==> src/sv/xeu_pkg.sv <==
package xeu_pkg;

    localparam int NAME_MAX_DEF = 9;

    localparam int HEX_W = 28;
    localparam int DEC_W = 27;
    localparam int UTF8_MAX = 6;

    localparam logic [7:0] CH_AMP  = 8'h26;
    localparam logic [7:0] CH_SEMI = 8'h3B;
    localparam logic [7:0] CH_HASH = 8'h23;
    localparam logic [7:0] CH_X    = 8'h78;

    localparam logic [31:0] CP_QUOT = 32'h0000_0022;
    localparam logic [31:0] CP_AMP  = 32'h0000_0026;
    localparam logic [31:0] CP_APOS = 32'h0000_0027;
    localparam logic [31:0] CP_LT   = 32'h0000_003C;
    localparam logic [31:0] CP_GT   = 32'h0000_003E;

    function automatic logic is_dec(input logic [7:0] c);
        return (c >= 8'h30) && (c <= 8'h39);
    endfunction

    function automatic logic is_hex(input logic [7:0] c);
        return is_dec(c) || ((c >= 8'h61) && (c <= 8'h66)) || ((c >= 8'h41) && (c <= 8'h46));
    endfunction

    function automatic logic [3:0] hex_val(input logic [7:0] c);
        logic [7:0] v;
        if (is_dec(c)) begin
            v = c - 8'h30;
        end else if (c >= 8'h61) begin
            v = c - 8'h57;
        end else begin
            v = c - 8'h37;
        end
        return v[3:0];
    endfunction

    // Number of UTF-8 bytes for a code point (extended form, up to 32 bits)
    function automatic logic [2:0] utf8_len(input logic [31:0] c);
        if (c < 32'h80) begin
            return 3'd1;
        end else if (c < 32'h800) begin
            return 3'd2;
        end else if (c < 32'h1_0000) begin
            return 3'd3;
        end else if (c < 32'h20_0000) begin
            return 3'd4;
        end else if (c < 32'h400_0000) begin
            return 3'd5;
        end else begin
            return 3'd6;
        end
    endfunction

    // UTF-8 bytes, first byte in bits [7:0]
    function automatic logic [8*UTF8_MAX-1:0] utf8_bytes(input logic [31:0] c);
        logic [8*UTF8_MAX-1:0] r;
        r = '0;
        case (utf8_len(c))
            3'd1: begin
                r[7:0] = c[7:0];
            end
            3'd2: begin
                r[15:0] = {2'b10, c[5:0], 3'b110, c[10:6]};
            end
            3'd3: begin
                r[23:0] = {2'b10, c[5:0], 2'b10, c[11:6], 4'b1110, c[15:12]};
            end
            3'd4: begin
                r[31:0] = {2'b10, c[5:0], 2'b10, c[11:6], 2'b10, c[17:12],
                           5'b11110, c[20:18]};
            end
            3'd5: begin
                r[39:0] = {2'b10, c[5:0], 2'b10, c[11:6], 2'b10, c[17:12],
                           2'b10, c[23:18], 6'b111110, c[25:24]};
            end
            default: begin
                r[47:0] = {2'b10, c[5:0], 2'b10, c[11:6], 2'b10, c[17:12],
                           2'b10, c[23:18], 2'b10, c[29:24], 6'b111111, c[31:30]};
            end
        endcase
        return r;
    endfunction

endpackage

==> src/sv/xeu_collect.sv <==
module xeu_collect #(
    parameter int NAME_MAX = xeu_pkg::NAME_MAX_DEF,
    parameter int JOB_MAX  = NAME_MAX + 2,
    parameter int JCNT_W   = $clog2(JOB_MAX + 1)
) (
    input  logic                   aclk,
    input  logic                   aresetn,
    input  logic                   s_tvalid,
    output logic                   s_tready,
    input  logic [7:0]             s_tdata,
    input  logic                   s_tlast,
    input  logic                   can_load,
    output logic                   job_load,
    output logic [JOB_MAX*8-1:0]   job_bytes,
    output logic [JCNT_W-1:0]      job_cnt,
    output logic                   job_end
);
    import xeu_pkg::*;

    localparam int CNT_W = $clog2(NAME_MAX + 1);
    localparam int JOB_W = JOB_MAX * 8;

    logic             collecting_reg, collecting_next;
    logic [CNT_W-1:0] count_reg, count_next;
    logic [7:0]       name_reg [NAME_MAX];
    logic [HEX_W-1:0] hex_reg;
    logic [DEC_W-1:0] dec_reg;
    logic             hex_run_reg;
    logic             dec_run_reg;

    logic             accept;
    logic             store;
    logic             is_amp;
    logic             is_semi;
    logic             room;
    logic [JOB_W-1:0] raw_bytes;
    logic             named;
    logic             numeric;
    logic [31:0]      cp;

    assign s_tready = can_load;
    assign accept   = s_tvalid && s_tready;
    assign is_amp   = (s_tdata == CH_AMP);
    assign is_semi  = (s_tdata == CH_SEMI);
    assign room     = (count_reg < CNT_W'(NAME_MAX));
    assign store    = accept && collecting_reg && !is_semi && !s_tlast && !is_amp && room;
    assign job_end  = s_tlast;

    // '&', the name bytes, then the current byte in the slot after them
    always_comb begin
        raw_bytes = '0;
        for (int j = 0; j < JOB_MAX; j++) begin
            if (j == 0) begin
                raw_bytes[8*j +: 8] = CH_AMP;
            end else if ((j <= NAME_MAX) && ((j - 1) < int'(count_reg))) begin
                raw_bytes[8*j +: 8] = name_reg[((j >= 1) && (j <= NAME_MAX)) ? j - 1 : 0];
            end else begin
                raw_bytes[8*j +: 8] = s_tdata;
            end
        end
    end

    always_comb begin
        named   = 1'b1;
        numeric = 1'b0;
        cp      = '0;
        if ((count_reg == CNT_W'(4)) &&
            ({name_reg[0], name_reg[1], name_reg[2], name_reg[3]} == "quot")) begin
            cp = CP_QUOT;
        end else if ((count_reg == CNT_W'(3)) &&
                     ({name_reg[0], name_reg[1], name_reg[2]} == "amp")) begin
            cp = CP_AMP;
        end else if ((count_reg == CNT_W'(4)) &&
                     ({name_reg[0], name_reg[1], name_reg[2], name_reg[3]} == "apos")) begin
            cp = CP_APOS;
        end else if ((count_reg == CNT_W'(2)) && ({name_reg[0], name_reg[1]} == "lt")) begin
            cp = CP_LT;
        end else if ((count_reg == CNT_W'(2)) && ({name_reg[0], name_reg[1]} == "gt")) begin
            cp = CP_GT;
        end else if ((count_reg >= CNT_W'(2)) && (name_reg[0] == CH_HASH) &&
                     (name_reg[1] == CH_X)) begin
            numeric = 1'b1;
            cp      = 32'(hex_reg);
        end else if ((count_reg >= CNT_W'(1)) && (name_reg[0] == CH_HASH)) begin
            numeric = 1'b1;
            cp      = 32'(dec_reg);
        end else begin
            named = 1'b0;
        end
    end

    always_comb begin
        collecting_next = collecting_reg;
        count_next      = count_reg;
        job_load        = 1'b0;
        job_bytes       = raw_bytes;
        job_cnt         = JCNT_W'(count_reg) + JCNT_W'(2);
        if (accept) begin
            if (!collecting_reg) begin
                if (is_amp && !s_tlast) begin
                    collecting_next = 1'b1;
                    count_next      = '0;
                end else begin
                    job_load  = 1'b1;
                    job_bytes = JOB_W'(s_tdata);
                    job_cnt   = JCNT_W'(1);
                end
            end else if (is_semi) begin
                collecting_next = 1'b0;
                job_load        = 1'b1;
                if (named || numeric) begin
                    job_bytes = JOB_W'(utf8_bytes(cp));
                    job_cnt   = JCNT_W'(utf8_len(cp));
                end
            end else if (s_tlast) begin
                collecting_next = 1'b0;
                job_load        = 1'b1;
            end else if (is_amp) begin
                // flush the name without the new '&' and restart
                job_load   = 1'b1;
                job_cnt    = JCNT_W'(count_reg) + JCNT_W'(1);
                count_next = '0;
            end else if (room) begin
                count_next = count_reg + CNT_W'(1);
            end else begin
                collecting_next = 1'b0;
                job_load        = 1'b1;
            end
            if (s_tlast) begin
                collecting_next = 1'b0;
                count_next      = '0;
            end
        end
    end

    always_ff @(posedge aclk) begin
        if (!aresetn) begin
            collecting_reg <= 1'b0;
            count_reg      <= '0;
            hex_reg        <= '0;
            dec_reg        <= '0;
            hex_run_reg    <= 1'b0;
            dec_run_reg    <= 1'b0;
        end else begin
            collecting_reg <= collecting_next;
            count_reg      <= count_next;
            if (store) begin
                if (count_reg == '0) begin
                    hex_reg     <= '0;
                    dec_reg     <= '0;
                    hex_run_reg <= 1'b0;
                    dec_run_reg <= (s_tdata == CH_HASH);
                end else begin
                    if (count_reg == CNT_W'(1)) begin
                        hex_run_reg <= (name_reg[0] == CH_HASH) && (s_tdata == CH_X);
                    end else if (hex_run_reg && is_hex(s_tdata)) begin
                        hex_reg <= {hex_reg[HEX_W-5:0], hex_val(s_tdata)};
                    end else begin
                        hex_run_reg <= 1'b0;
                    end
                    if (dec_run_reg && is_dec(s_tdata)) begin
                        dec_reg <= (dec_reg << 3) + (dec_reg << 1) +
                                   DEC_W'(s_tdata - 8'h30);
                    end else begin
                        dec_run_reg <= 1'b0;
                    end
                end
            end
        end
    end

    always_ff @(posedge aclk) begin
        for (int i = 0; i < NAME_MAX; i++) begin
            if (store && (count_reg == CNT_W'(i))) begin
                name_reg[i] <= s_tdata;
            end
        end
    end

endmodule

==> src/sv/xeu_emit.sv <==
module xeu_emit #(
    parameter int JOB_MAX = xeu_pkg::NAME_MAX_DEF + 2,
    parameter int JCNT_W  = $clog2(JOB_MAX + 1)
) (
    input  logic                   aclk,
    input  logic                   aresetn,
    input  logic                   job_load,
    input  logic [JOB_MAX*8-1:0]   job_bytes,
    input  logic [JCNT_W-1:0]      job_cnt,
    input  logic                   job_end,
    output logic                   can_load,
    output logic                   m_tvalid,
    input  logic                   m_tready,
    output logic [7:0]             m_tdata,
    output logic                   m_tlast,
    output logic                   m_tuser
);
    import xeu_pkg::*;

    logic                 busy_reg;
    logic [JCNT_W-1:0]    rem_reg;
    logic [JOB_MAX*8-1:0] bytes_reg;
    logic                 end_reg;
    logic                 xfer;

    assign xfer     = m_tvalid && m_tready;
    assign m_tvalid = busy_reg;
    assign m_tdata  = bytes_reg[7:0];
    assign m_tlast  = busy_reg && (rem_reg == JCNT_W'(1));
    assign m_tuser  = end_reg && m_tlast;
    assign can_load = !busy_reg || (m_tready && (rem_reg == JCNT_W'(1)));

    always_ff @(posedge aclk) begin
        if (!aresetn) begin
            busy_reg <= 1'b0;
            rem_reg  <= '0;
        end else if (job_load) begin
            busy_reg <= 1'b1;
            rem_reg  <= job_cnt;
        end else if (xfer) begin
            busy_reg <= (rem_reg != JCNT_W'(1));
            rem_reg  <= rem_reg - JCNT_W'(1);
        end
    end

    // advance one byte per transfer
    always_ff @(posedge aclk) begin
        if (job_load) begin
            bytes_reg <= job_bytes;
            end_reg   <= job_end;
        end else if (xfer) begin
            bytes_reg <= bytes_reg >> 8;
        end
    end

`ifndef SYNTHESIS
    a_load_free: assert property (@(posedge aclk) disable iff (!aresetn)
        job_load |-> can_load)
        else $error("job loaded over a pending run");
    a_rem_range: assert property (@(posedge aclk) disable iff (!aresetn)
        busy_reg |-> (rem_reg != '0) && (rem_reg <= JCNT_W'(JOB_MAX)))
        else $error("remaining byte count out of range");
    a_load_nonempty: assert property (@(posedge aclk) disable iff (!aresetn)
        job_load |-> (job_cnt != '0) && (job_cnt <= JCNT_W'(JOB_MAX)))
        else $error("job with bad length");
    a_run_done: assert property (@(posedge aclk) disable iff (!aresetn)
        (xfer && m_tlast && !job_load) |=> !busy_reg)
        else $error("run continues after its last byte");
`endif

endmodule

==> src/sv/xml_entity_unescape.sv <==
// XML entity decoder: a byte stream passes through unchanged apart from references
// "&name;", which are replaced by their UTF-8 encoding (quot, amp, apos, lt, gt,
// "#x" hex and "#" decimal character references; no digits gives byte 0x00).
// Unknown names, names longer than NAME_MAX bytes, a name cut by a new '&' and a
// name cut by the end of the stream come out verbatim. Each input transfer
// causes 0 to NAME_MAX+2 output transfers; m_tlast marks the last byte caused by
// one input and m_tuser the final byte of the stream. An input transfer is taken
// only while no run is held for output, or in the cycle the last byte of the held
// run leaves; s_tready follows m_tready on that last byte. An input that causes
// output bytes holds further input until the last of them leaves; one that causes
// none does not, so name bytes pass at one per cycle once any held run has left.
// Output stalls hold the input for as long as the held run waits. The output
// serialiser loads a whole run at once and moves one byte per transfer.
module xml_entity_unescape #(
    parameter int NAME_MAX = xeu_pkg::NAME_MAX_DEF
) (
    input  logic       aclk,
    input  logic       aresetn,
    input  logic       s_tvalid,
    output logic       s_tready,
    input  logic [7:0] s_tdata,   // [7:0] in_byte
    input  logic       s_tlast,   // in_last
    output logic       m_tvalid,
    input  logic       m_tready,
    output logic [7:0] m_tdata,   // [7:0] out_byte
    output logic       m_tlast,   // run_last
    output logic       m_tuser    // [0] stream_end
);
    import xeu_pkg::*;

    // '&', every name byte and the terminating byte
    localparam int JOB_MAX = NAME_MAX + 2;
    localparam int JCNT_W  = $clog2(JOB_MAX + 1);

    logic                 can_load;
    logic                 job_load;
    logic [JOB_MAX*8-1:0] job_bytes;
    logic [JCNT_W-1:0]    job_cnt;
    logic                 job_end;

    // Name collection, digit accumulation and decode into a run of bytes
    xeu_collect #(
        .NAME_MAX (NAME_MAX),
        .JOB_MAX  (JOB_MAX),
        .JCNT_W   (JCNT_W)
    ) u_collect (
        .aclk      (aclk),
        .aresetn   (aresetn),
        .s_tvalid  (s_tvalid),
        .s_tready  (s_tready),
        .s_tdata   (s_tdata),
        .s_tlast   (s_tlast),
        .can_load  (can_load),
        .job_load  (job_load),
        .job_bytes (job_bytes),
        .job_cnt   (job_cnt),
        .job_end   (job_end)
    );

    // Result register: hold the run and drain it one byte per transfer
    xeu_emit #(
        .JOB_MAX (JOB_MAX),
        .JCNT_W  (JCNT_W)
    ) u_emit (
        .aclk      (aclk),
        .aresetn   (aresetn),
        .job_load  (job_load),
        .job_bytes (job_bytes),
        .job_cnt   (job_cnt),
        .job_end   (job_end),
        .can_load  (can_load),
        .m_tvalid  (m_tvalid),
        .m_tready  (m_tready),
        .m_tdata   (m_tdata),
        .m_tlast   (m_tlast),
        .m_tuser   (m_tuser)
    );

endmodule

==> config.mk <==
export PLATFORM = sky130hd
export DESIGN_NAME = xml_entity_unescape
export DESIGN_NICKNAME = d
export VERILOG_FILES = /design/src/sv/xeu_pkg.sv /design/src/sv/xeu_collect.sv /design/src/sv/xeu_emit.sv /design/src/sv/xml_entity_unescape.sv
export SDC_FILE = /design/constraint.sdc
export NUM_CORES = 1
export LEC_CHECK = 0
export ABC_CLOCK_PERIOD_IN_PS = 11500
export BUFFER_PORTS_ARGS = -buffer_cell sky130_fd_sc_hd__buf_2
export CAP_MARGIN = 10
export CORE_MARGIN = 1
export CORE_UTILIZATION = 50
export CTS_CLUSTER_DIAMETER = 100
export DETAILED_ROUTE_END_ITERATION = 10
export GPL_TIMING_DRIVEN = 0
export PLACE_DENSITY = 0.73
export SLEW_MARGIN = 10
export SYNTH_ARGS = -nofsm -noshare
export SYNTH_HDL_FRONTEND = slang
export SYNTH_HIERARCHICAL = 1
export SYNTH_SLANG_ARGS = --single-unit
==> constraint.sdc <==
create_clock -name aclk -period 11.5 [get_ports aclk]
set_input_delay 0 -clock aclk [delete_from_list [all_inputs] [get_ports aclk]]
set_output_delay 0 -clock aclk [all_outputs]
set_load 0.02 [all_outputs]
After elaboration in Yosys (flattened, before gate mapping) --
Memory sizes are Yosys's and may differ from the RTL's. Index checks and enable logic that the tools add are counted.
Storage, ports and cells: register bits after elaboration 156, bits in writable memories 72, input bits 13, output and inout port bits 12, logic and storage cells 272, memories kept 1
Memories:
- u_collect.name_reg | words 9, width 8, rd ports 9, clocked after Yosys merged registers in 0, wr ports 1, line xeu_collect.sv:25 | logic [7:0] name_reg [NAME_MAX];
Operators by class: add/subtract/negate cells 9, order comparisons 23, equal/unequal tests 31, mux-type cells 134, reduce and logical (&&, ||, !) cells 64
Operator list (count):
- $mux W88 | 7
- $mux W32 | 6
- $mux W8 | 18
- $mux W4 | 25
- $mux W28 | 3
- $mux W27 | 3
- $pmux W8 S5 | 2
- $eq A32 B31 Y1 const B | 2
- $reduce_or A8 Y1 | 8
- $mux W1 | 58
- $add A27 B27 Y27 | 2
- $logic_and A1 B1 Y1 | 34
- $eq A16 B15 Y1 const B | 2
- $eq A8 B6 Y1 const B | 4
- $lt A32 B12 Y1 const B | 1
- $lt A32 B17 Y1 const B | 1
- $lt A32 B22 Y1 const B | 1
- $lt A32 B27 Y1 const B | 1
- $lt A32 B8 Y1 const B | 1
- $pmux W8 S4 | 1
- $eq A24 B23 Y1 const B | 1
- $mux W3 | 8
- $pmux W8 S3 | 1
- $eq A4 B3 Y1 const B | 4
- 42 further kinds | 67

Logic depth before layout (Yosys ltp) --
An unclocked memory read counts as a cell.
depth in word-level cells 28, gate-level depth with buffers 16, depth with buffers taken out 15

Hierarchy --
The synthesis kept the hierarchy.
Modules (own cells, without submodules):
- xeu_collect | instances 1, cells each 1111, area an instance 10042.1 um2, seq. area each 3403.3 um2
- xeu_emit | instances 1, cells each 230, area an instance 4032.6 um2, seq. area each 2772.7 um2

Worst setup path before layout --
No wires, ideal clock.
kind input port to flip-flop, from input s_tdata[4], to register u_collect.dec_reg[24], library setup time 0.117 ns, arrival 4.851 ns, required time 11.383 ns, setup slack 6.531 ns, stages 13, buffers on the path 0, cell sequence ha_1 > nor3_1 > fa_1 > ha_1 > and3_1 > a221oi_2 > nand2_1 > o211ai_1 > a21oi_1 > or3_1 > a21oi_1 > xnor2_1 > a32o_1
On the way: cells in the longest elaborated chain, start to end 7, elaborated cells between the ends (all ways) 18, those cells by class 2 x add/sub; 2 x order compare; 2 x eq/ne; 2 x mux; 10 x reduce/logical
RTL lines:
- from (decl) | line xml_entity_unescape.sv:21 | input logic [7:0] s_tdata,
- parallel branches: the longest is 7 deep, another holds $add A27 B27 Y27
- to (signal assigned) | line xeu_collect.sv:162 | dec_reg <= (dec_reg << 3) + (dec_reg << 1) +
- to (decl) | line xeu_collect.sv:27 | logic [DEC_W-1:0] dec_reg;
Several ways; the timed one is not identified. The select of a mux whose other input is x is not followed. A chain may end at the register's enable or synchronous reset.

Final worst setup path --
Ends and elaborated chain as after synthesis.

==> flow_metrics.py <==
metrics = {
    "die": {
        "die_w_um": 170,
        "die_area_mm2": 0.0288,
        "coreArea_mm2": 0.0277,
        "ios": 25,
        "die_y_um": 170,
        "fp-row-count": 61,
        "initial_core_util": 0.508,
    },
    "drt": {
        "vias": 11300,
        "drc_errors": 0,
        "viasPerCell": 6.26,
        "dr.pass1.iters": 6,
        "postRouteAntennaNets": 0,
        "wirelength_mm": 42.7,
        "wl_per_cell_um": 23.7,
        "drt_iter0_markers": 1103,
    },
    "timing": {
        "fin_crit_ns": 4.76,
        "max_freq_mhz": 210,
        "maxSlewViolCount": 0,
        "worst_pin_slew_ns": 0.952,
        "setup_tns_ns": 0,
        "rsz0062_at_grt": "no",
        "relSlewSlack": 0.363,
        "period_share": 0.414,
        "finClkSkew_ns": 0.0230,
        "setup_viol": 0,
        "finalHoldViolations": 0,
    },
    "grt": {
        "grt.total_usage": 0.298,
        "grt_pass1_vias": 10900,
        "grt_pass1_wl_mm": 64.9,
        "grt.overflow.total": 0,
        "antenna_found_initial": 0,
        "grt_max_degree": 54,
    },
    "clock_network": {
        "clk_pin_slew_ns": 0.06,
        "htree_levels": 1,
        "clk_path_buf_depth": 3,
        "cts_tree": "built",
        "numCtsBuffers": 25,
        "cts_sinks": 228,
        "clk-insertion-delay-late_ns": 0.55,
        "root_buffer": "clkbuf_16",
    },
    "worst_setup_path": {
        "path_class": "input port to flip-flop",
        "critPathTopFamily": "buffers and inverters",
        "crit_fanout": 14,
        "crit_buf_inv": 6,
        "endpoint_kind": "flip-flop",
        "path_cells": "dlygate4sd3_1 -> buf_2 -> clkbuf_1 -> inv_1 -> ha_1 -> inv_1 -> fa_1 -> inv_1 -> ha_1 -> a2111oi_2 -> a21oi_1 -> o211ai_1 -> a21oi_1 -> or3_1 -> a21oi_1 -> xnor2_1 -> a32o_1",
        "crit_slowest_cell": "clkbuf_1",
        "critical_path_arrival_ns": 5.20,
        "slowest_delay_ns": 0.66,
        "cp_data_required_time_ns": 11.93,
        "cp-start-kind": "input port",
    },
    "layout": {
        "insertedDiodeCount": 0,
        "largest_register_ffs": 88,
        "area_growth_pct": 11.6,
        "nFillCells": 2374,
        "drive_gt1_frac": 0.174,
        "finalNetCount": 1489,
    },
    "logic_synthesis": {
        "synth_seq_cells": 228,
        "synth-edff-count": 161,
        "ys_types": 88,
        "synth_ff_type": "edfxtp_1",
        "syn_avg_cell_area_um2": 10.5,
        "seq_area_frac_synth": 0.439,
        "synth_nets": 1422,
        "yosys_warnings": 6,
        "postSynthCellCount": 1341,
        "async_flop_share": 0,
        "syn_area_mm2": 0.0141,
    },
    "placed_design": {
        "place.gp.congestion": 1.02,
        "dpl.hpwl_mm": 31.1,
        "numPortBuffers": 24,
    },
    "power": {
        "total_power_mw": 2.00,
        "powerDensity_mw_per_mm2": 128,
        "ir_drop_mv": 0.111,
        "p_leak_nw": 6.17,
    },
    "job": {
        "drv_cap": 0,
    },
    "worst_hold_path": {
        "hold_path_class": "input port to flip-flop",
    },
    "run_status": {
        "outcome": "complete, no violations",
    },
}
-- cells in the final DEF (no fill, tap or decap), types with 7 or more instances in the layout --
cell type	netlist	final
dlygate4sd3_1	0	12
clkbuf_16	0	26
and3_1	21	21
nand2b_1	8	8
a21oi_1	79	79
a22oi_1	40	40
o21ai_0	50	49
nor2b_1	54	54
buf_6	10	10
edfxtp_1	161	161
mux2i_1	51	51
clkbuf_1	36	40
nor2_1	82	82
a31oi_1	17	17
o21ai_1	19	20
inv_1	37	37
a221oi_1	10	10
buf_2	26	50
o22ai_1	22	22
and2_1	19	19
o21a_1	9	9
nand2_1	127	126
nand3_1	21	21
buf_4	13	16
dfxtp_1	67	67
nor3_1	15	14
xor2_1	11	11
xnor2_1	22	22
ha_1	44	44
a21o_1	13	13
a221oi_2	7	7
mux2_2	83	83
fa_1	24	24
a221o_1	7	7
-- synthesized netlist by cell type (7+ instances only) --
cell type | n | share of area
edfxtp_1 | 161 | 0.34
nand2_1 | 127 | 0.034
mux2_2 | 83 | 0.066
nor2_1 | 82 | 0.022
a21oi_1 | 79 | 0.028
dfxtp_1 | 67 | 0.095
nor2b_1 | 54 | 0.024
mux2i_1 | 51 | 0.036
o21ai_0 | 50 | 0.018
ha_1 | 44 | 0.039
a22oi_1 | 40 | 0.021
inv_1 | 37 | 0.0099
clkbuf_1 | 36 | 0.0096
buf_2 | 26 | 0.0092
fa_1 | 24 | 0.034
o22ai_1 | 22 | 0.0098
xnor2_1 | 22 | 0.014
and3_1 | 21 | 0.0093
nand3_1 | 21 | 0.0075
and2_1 | 19 | 0.0084
o21ai_1 | 19 | 0.0068
a31oi_1 | 17 | 0.0076
nor3_1 | 15 | 0.0053
a21o_1 | 13 | 0.0069
buf_4 | 13 | 0.0069
xor2_1 | 11 | 0.0068
a221oi_1 | 10 | 0.0062
buf_6 | 10 | 0.0080
o21a_1 | 9 | 0.0048
nand2b_1 | 8 | 0.0036
a221o_1 | 7 | 0.0050
a221oi_2 | 7 | 0.0075
-- worst paths after layout --
check / startpoint / endpoint / slack (ns) / cells after the start
hold reg to reg: u_collect/dec_run_reg / u_collect/dec_run_reg / 0.50 / 2
setup / recovery: s_tdata[4] / u_collect/dec_reg[24] / 6.74 / 17
hold / removal: s_tvalid / u_collect/collecting_reg / 0.11 / 4
setup reg to reg: u_collect/count_reg[1] / u_emit/rem_reg[1] / 6.93 / 16
-- layout make-up --
cell class,count,area (um2),share of cell area
Clock inverter,12,131,0.00837
Clock buffer,34,721,0.0459
Sequential cell,228,6180,0.393
Multi-Input combinational cell,990,7290,0.464
Inverter,38,143,0.00908
Tap cell,378,473,0.0301
Timing Repair Buffer,40,290,0.0185
Buffer,85,475,0.0303
-- cell families (layout without fill, tap and decap cells) --
kind of cell               count (synthesis)  after routing  share of synthesized area
adders and majority gates                 68             68                     0.0733
muxes                                    134            134                      0.103
buffers and inverters                    123            209                     0.0439
DFF                                      228            228                      0.439
AOI/OAI and AO/OA                        345            345                      0.170
and+or+nand+nor                          410            410                      0.151
xor gates and xnor gates                  33             33                     0.0205
-- timing repair --
item | in CTS | in global routing
hold buffers | 12 | 0
setup buffers | 0 | 0
gates resized for setup | 0 | 0
endpoints found under the hold margin | 80 | 0
-- where the power goes --
group	leakage [nW]	switching [mW]	total (mW)	internal (mW)
sequential	2.07	0.0160	0.956	0.940
clock	0.426	0.336	0.823	0.487
combinational	3.68	0.132	0.224	0.0921
-- worst register-to-register path, stage by stage (launching register included) --
cell	delay (ns)
dfxtp_1	0.59
inv_1	0.25
ha_1	0.29
nor4b_1	0.69
and4b_1	0.27
buf_2	0.16
clkbuf_1	0.23
o311a_1	0.17
a21oi_1	0.26
and2_1	0.17
buf_2	0.22
a211oi_1	0.13
a21oi_1	0.16
o21ai_1	0.10
nand2_1	0.09
a21boi_0	0.08
dlygate4sd3_1	0.57
-- layer usage --
layer | vias to the layer above | track usage | share of wire
met4 | 0 | 0.108 | 0.031
met2 | 588 | 0.471 | 0.46
met5 | - | 0 | 0
li1 | 5139 | - | -
met1 | 5479 | 0.419 | 0.43
met3 | 99 | 0.0399 | 0.083
-- stage by stage --
step                area, um2  cells   util  worst slack [ns]  hold slack, ns
global placement        14700   1743  0.529              4.98           0.385
CTS                     15700   1805  0.567              6.83          0.0686
floorplan               14100   1341      -              6.53          0.0989
global route            15700   1805  0.567              6.55           0.122
detailed placement      14700   1747  0.532              6.80           0.391
finish                  15700   1805  0.567              6.74           0.107
Power figures use the tool's default switching activity.
